## config.mk

```make
export PLATFORM = sky130hd
export DESIGN_NAME = mnsp_note_table
export DESIGN_NICKNAME = d
export VERILOG_FILES = /design/src/hdl/mnsp_pkg.sv /design/src/hdl/mnsp_note_table.sv
export SDC_FILE = /design/constraint.sdc
export NUM_CORES = 2
export LEC_CHECK = 0
export BUFFER_PORTS_ARGS = -buffer_cell sky130_fd_sc_hd__buf_2
export CORE_UTILIZATION = 25
export DETAILED_ROUTE_END_ITERATION = 8
export GPL_ROUTABILITY_DRIVEN = 0
export PLACE_DENSITY = 0.45
export SYNTH_ARGS = -nofsm -noshare
export SYNTH_HDL_FRONTEND = slang
export SYNTH_MEMORY_MAX_BITS = 65536
export SYNTH_SLANG_ARGS = --single-unit
```

## constraint.sdc

```tcl
create_clock -name clock -period 4 [get_ports clock]
set_input_delay 0.2 -clock clock [delete_from_list [all_inputs] [get_ports clock]]
set_output_delay 0.2 -clock clock [all_outputs]
set_load 0.01 [all_outputs]
```

## src/hdl/mnsp_pkg.sv

```systemverilog
// ----------------------------------------------------------------------------
// mnsp_pkg: shared types and codes for MIDI note span pairing
// Event and span word layouts, event kind codes, span kind codes and the
// structs that travel between the pairing stage and the note table.
// ----------------------------------------------------------------------------
package mnsp_pkg;

   localparam int PITCH_W = 7;
   localparam int DELTA_W = 16;
   localparam int TICK_W  = 32;
   localparam int VOL_W   = 7;
   localparam int KIND_W  = 2;

   // Event kind codes; both codes not named here are treated as damper events.
   localparam logic [KIND_W-1:0] KIND_NOTE_ON  = 2'd0;
   localparam logic [KIND_W-1:0] KIND_NOTE_OFF = 2'd1;

   // Damper level that means pedal down; any other level means up.
   localparam logic [PITCH_W-1:0] DAMPER_DOWN = 7'd1;

   // Span kind codes.
   localparam logic SPAN_NOTE   = 1'b0;
   localparam logic SPAN_DAMPER = 1'b1;

   localparam logic [TICK_W-1:0] TICK_MAX = '1;

   typedef struct packed {
      logic [KIND_W-1:0]  kind;
      logic [DELTA_W-1:0] delta_ticks;
      logic [PITCH_W-1:0] pitch_or_level;
      logic [VOL_W-1:0]   velocity;
   } event_type;

   typedef struct packed {
      logic               span_kind;
      logic [PITCH_W-1:0] span_pitch;
      logic [VOL_W-1:0]   span_volume;
      logic [TICK_W-1:0]  start_ticks;
      logic [TICK_W-1:0]  stop_ticks;
   } span_type;

   // One pending note entry.
   typedef struct packed {
      logic [TICK_W-1:0] start;
      logic [VOL_W-1:0]  volume;
   } entry_type;

   // Table update issued by the pairing stage.
   typedef struct packed {
      logic               wr_en;
      logic               clr_en;
      logic [PITCH_W-1:0] pitch;
      entry_type          entry;
   } table_upd_type;

endpackage

```

## src/hdl/mnsp_note_table.sv

```systemverilog
// ----------------------------------------------------------------------------
// mnsp_note_table: pending note store
// Start time and volume per pitch in a memory with registered read, valid
// bits in flip-flops, and forwarding of a write that lands on the read edge.
// ----------------------------------------------------------------------------
module mnsp_note_table #(
   parameter int PITCH_COUNT = 128
) (
   input  logic                          clock,
   input  logic                          reset,
   input  logic                          rd_en,
   input  logic [mnsp_pkg::PITCH_W-1:0]  rd_pitch,
   input  logic [mnsp_pkg::PITCH_W-1:0]  look_pitch,
   input  mnsp_pkg::table_upd_type       upd,
   output mnsp_pkg::entry_type           entry,
   output logic                          entry_valid
);
   import mnsp_pkg::*;

   localparam int ADDR_W = (PITCH_COUNT > 1) ? $clog2(PITCH_COUNT) : 1;
   localparam logic [ADDR_W:0] DEPTH = (ADDR_W + 1)'(PITCH_COUNT);

   entry_type              mem [PITCH_COUNT];
   logic [PITCH_COUNT-1:0] valid_ff;
   logic [PITCH_COUNT-1:0] valid_in;
   entry_type              rd_data_ff;
   entry_type              fwd_data_ff;
   logic                   fwd_hit_ff;
   logic [ADDR_W-1:0]      upd_idx;
   logic [ADDR_W-1:0]      rd_idx;
   logic [ADDR_W-1:0]      look_idx;

   assign upd_idx  = upd.pitch[ADDR_W-1:0];
   assign rd_idx   = rd_pitch[ADDR_W-1:0];
   assign look_idx = look_pitch[ADDR_W-1:0];

   always_ff @(posedge clock) begin
      if (upd.wr_en) begin
         mem[upd_idx] <= upd.entry;
      end
   end

   // Read at accept; catch the write of the same edge.
   always_ff @(posedge clock) begin
      if (rd_en) begin
         rd_data_ff  <= mem[rd_idx];
         fwd_data_ff <= upd.entry;
         fwd_hit_ff  <= upd.wr_en && (upd.pitch == rd_pitch);
      end
   end

   always_comb begin
      valid_in = valid_ff;
      if (upd.wr_en) begin
         valid_in[upd_idx] = 1'b1;
      end
      if (upd.clr_en) begin
         valid_in[upd_idx] = 1'b0;
      end
   end

   always_ff @(posedge clock) begin
      if (reset) begin
         valid_ff <= '0;
      end else begin
         valid_ff <= valid_in;
      end
   end

   assign entry       = fwd_hit_ff ? fwd_data_ff : rd_data_ff;
   assign entry_valid = ({1'b0, look_idx} < DEPTH) ? valid_ff[look_idx] : 1'b0;

endmodule

```

* After elaboration in Yosys (flattened, before gate mapping)
Memories as Yosys holds them, arrays and structs flattened. A register that Yosys moved wholly into a read port is not among the register bits. Index checks and enable logic that the tools add are counted.
Storage, ports and cells: memories kept 1, register bits 168, output and inout bits 40, RAM bits 4992, word-level logic and storage cells 23
Memory list:
- mem | words 128, width 39, read ports 1, clocked after Yosys merged registers in 1, wr ports 1, RTL line mnsp_note_table.sv:23 | entry_type mem [PITCH_COUNT];
Cells by class: mux-type cells 9, eq/ne operators 1, reductions and logical operators 2, bitwise gates (word level) 3, order comparisons 3
Operators by type and width (number):
- $mux W128 | 2
- $and A128 B128 Y128 | 1
- $not A128 Y128 | 1
- $or A128 B128 Y128 | 1
- $mux W39 | 1
- $lt A7 B8 Y1 const B | 2
- $bmux W1 S7 | 1
- $demux W1 S7 | 1
- $eq A7 B7 Y1 | 1
- $ge A7 B1 Y1 const B | 1
- $mux W1 | 4
- $logic_and A1 B1 Y1 | 2

* Logic depth before layout (Yosys ltp)
depth after elaboration 8, mapped depth 9, depth with buffers taken out 5

* Worst setup path before layout
No wires, ideal clock.
path type input-to-reg, start point input port upd[39] (netlist name), end point memory mem[110][0] (netlist name), enable pin, path buffers 2, stages on the path 5, data arrival time 2757 ps, required time 3563 ps, slack 806 ps, library setup time 437 ps, path through clkbuf_1 -> nor2b_1 -> nand3_1 -> clkbuf_1 -> nor2_1
RTL lines:
- from (decl) | RTL line mnsp_note_table.sv:14 | input mnsp_pkg::table_upd_type upd,
- to (decl) | RTL line mnsp_note_table.sv:23
No word-level cell before the write port.

* Worst setup path in the final report
start point register valid_ff[21], end point output port entry_valid
On the way: cells in the longest elaborated chain, start to end 2
RTL lines:
- from (decl) | RTL line mnsp_note_table.sv:24 | logic [PITCH_COUNT-1:0] valid_ff;
- from (signal assigned) | RTL line mnsp_note_table.sv:66 | valid_ff <= valid_in;
- $bmux W1 S7 | RTL line mnsp_note_table.sv:71 | assign entry_valid = ({1'b0, look_idx} < DEPTH) ? valid_ff[look_idx] : 1'b0;
- $mux W1 (not written as such) | RTL line mnsp_note_table.sv:71
- to (decl) | RTL line mnsp_note_table.sv:16 | output logic entry_valid
Every way passes these cells. The select of a mux whose other input is x is not followed.

==> impl_metrics.toml <==
[status]
run_status = "finished with violations"
failed_checks = "design-rule violations"

[logic_synthesis]
syn-num-nets = 8473
netlist_area_um2 = 195200
yosysTopAreaCellShare = 0.7802
synth_area_leader_cell = "edfxtp_1"
synthesis.yosys.warnings = 0
synth.distinct_cells = 42
synth_seq_area_share = 0.7933
synth.area.top_cells = "edfxtp_1 78%, mux4_2 15%, o22ai_1 2.3%, dfxtp_1 1.3%, nor2_1 0.58%"
ys_ff_latch = 5199
postSynthCellCount = 8408
synth_area_per_cell_um2 = 23.21

[clocking]
htreeDepth = 6
clkLatencyLatePin_ns = 1.07
cts.sinks = 5199
clkTransAtPathRegs_ns = 0.06
cts_buffers = 572
clock-root-buffer = "clkbuf_16"
cts_tree = "done"
cts_max_path_buffers = 4

[timing]
period_minus_slack_ns = 3.944
slew-limit-headroom = 0.05527
finalHoldViolations = 0
rsz0062_at_grt = "false"
skew_ns = 0.05115
clock.fmax_mhz = 253.6
setup_viol = 0
fin_crit_sh = 0.9859
tightest_slew_ns = 1.417
drv_slew = 0

[floorplanning]
die-area_um2 = 784200
pin_count = 105
coreArea_um2 = 777900
die_w_um = 885.6
initial_utilization = 0.2509
num_rows = 324
die_h_um = 885.6

[route]
drt_iter0_markers = 11956
drc = 36
final_antenna_net_count = 0
vias = 98404
dr.pass1.iters = 8
routedWlPerCell_um = 32.47
routed_wl_um = 652900
vias_per_cell = 4.894

[worst_setup_path]
reg2regPathDepth = 6
cp_max_fo = 2
crit_arrival_ns = 3.74
start_kind = "register"
required_ns = 3.80
endpoint_kind = "primary output"
crit_type = "register to primary output"

[placement]
post-dp-hpwl_um = 375000
port_buffers = 104
place_inst = 18984

[pwr]
p_sw_frac = 0.2228
seq_power_share = 0.515
leakage_nw = 70.63
p_clk_frac = 0.434
ir_drop_v = 0.0004968
power_density_nw_per_um2 = 499.3
combPwrFrac = 0.051
intPower_mw = 90.90
power.switching_mw = 26.06

[cells_and_area]
area_growth_pct = 20.01
final_nets = 9417
utilization = 0.3011
finalNonFillerCells = 20107
drive_gt1_frac = 0.3131

[hold_path]
min_path_cells = 4
min_path_type = "primary input to register"

[global_routing]
grt_pass1_vias = 100864
antenna_found_initial = 76
grt_max_degree = 130
grt_usage = 0.1614
grt_pass1_wl_um = 881100
grt_overflow = 0

[job]
cap_violations = 0
state kept, by name (all words and copies together), names as in the netlist:
| name | count |
|---|---|
| fwd_data_ff | 39 |
| mem | 4992 |
| valid_ff | 128 |
| fwd_hit_ff | 1 |
| rd_data_ff | 39 |
synthesized netlist by cell type, drive strengths merged:
master and instances:
mux2i 8, edfxtp 5071, buf 268, clkbuf 222, xnor2 7, a32oi 1, nand2b 9, nand4b 2
inv 2, o211ai 1, or2 1, o221a 16, nor3 7, nand2 21, nor4 160, a31oi 1
o22ai 703, o21a 2, a2111oi 1, nand3b 5, or3 2, and3b 1, mux4 1281, nor3b 1
nand3 14, a21oi 3, a211o 1, nand4 5, mux2 39, nor2b 9, or3b 4, a221oi 1
dfxtp 128, nor2 301, a211oi 110
logic make-up (layout without fill, tap and decap cells):
group / count (synthesis) / after routing / share of synthesized area
flops: 5199 / 5199 / 0.7933
mux: 1328 / 1328 / 0.1505
compound gates: 840 / 840 / 0.02809
simple gates: 542 / 542 / 0.01324
buf+inv: 492 / 1884 / 0.01454
xor+xnor: 7 / 7 / 0.0003141
other cells: 0 / 38 / 0
worst paths after layout:
path,start,endpoint,slack [ns]
worst min-delay path,rd_pitch[6],rd_data_ff[36],0.11
worst max-delay path,valid_ff[21],entry_valid,0.06
worst max register to register,mem[79][38],rd_data_ff[38],1.10
worst min register to register,valid_ff[62],valid_ff[62],0.50
power by group through the flow:
stage | clock network [mW] | registers [mW] | logic (mW)
final | 50.8 | 60.2 | 5.96
after global routing | 53.7 | 60.2 | 6.25
after CTS | 51.8 | 60.2 | 6.06
after detailed placement | 0 | 61.3 | 5.99
after global placement | 0 | 61.3 | 5.89
after floorplan | 0 | 61.2 | 2.70
per-stage QoR:
| stage | cell area [um2] | setup WS (ns) | power (mW) | TNS [ns] | hold slack, ns |
|---|---|---|---|---|---|
| 6_report | 234200 | 0.05635 | 117.0 | 0 | 0.1111 |
| 2_1_floorplan | 195200 | 0.8062 | 63.95 | 0 | 0.2989 |
| 5_1_grt | 234200 | 0.05757 | 120.1 | 0 | 0.07000 |
| 4_1_cts | 234100 | 0.08788 | 118.0 | 0 | 0.005993 |
| 3_3_place_gp | 215600 | -0.3336 | 67.21 | -0.9518 | 0.4437 |
| 3_5_place_dp | 215600 | 0.04716 | 67.33 | 0 | 0.4758 |
repair_timing:
item                                   in CTS  in global routing
resized for setup                           0                  0
buffers inserted                            0                  0
setup endpoints to repair                   0                  0
endpoints found under the hold margin    2956                 66
hold buffers                               61                  1
critical path: stages, from the launching register on:
cell and delay (ns):
dfxtp_1 0.32, mux4_2 0.46, mux4_2 0.49, a32oi_1 0.43
nand4_1 0.65, buf_2 0.37
cell usage in the layout (no fill, tap or decap), types with 14 or more instances in the layout:
cell / n
buf_4: 455
bufinv_16: 28
dlygate4sd3_1: 62
buf_12: 280
nor4_1: 146
clkinv_2: 99
dfxtp_1: 128
a211oi_1: 110
o221a_2: 16
nor2_4: 128
diode_2: 38
nor4_2: 14
clkinv_8: 15
mux4_2: 1281
edfxtp_1: 5071
mux2_2: 39
o22ai_1: 703
nand2_1: 17
buf_2: 62
clkbuf_16: 583
clkinv_1: 124
inv_6: 14
clkbuf_1: 126
nor2_1: 171
routing by layer:
layer,vias up,GRT usage,part of all wire
li1,38546,-,-
met1,55004,0.2214,0.42
met2,3923,0.2668,0.48
met3,917,0.02450,0.065
met4,14,0.04550,0.030
met5,-,0,0.00015
cell type report:
type	instances	area [um2]
well taps	10269	12850
inverters	2	7.507
multi-input cells	2717	38620
flip-flops and latches	5199	154800
repair buffers	860	9980
diodes	38	95.09
clock buffers	712	15100
fillers	74469	543700
clock inverters	310	2744
No activity file was read; power rests on OpenSTA's default activity.
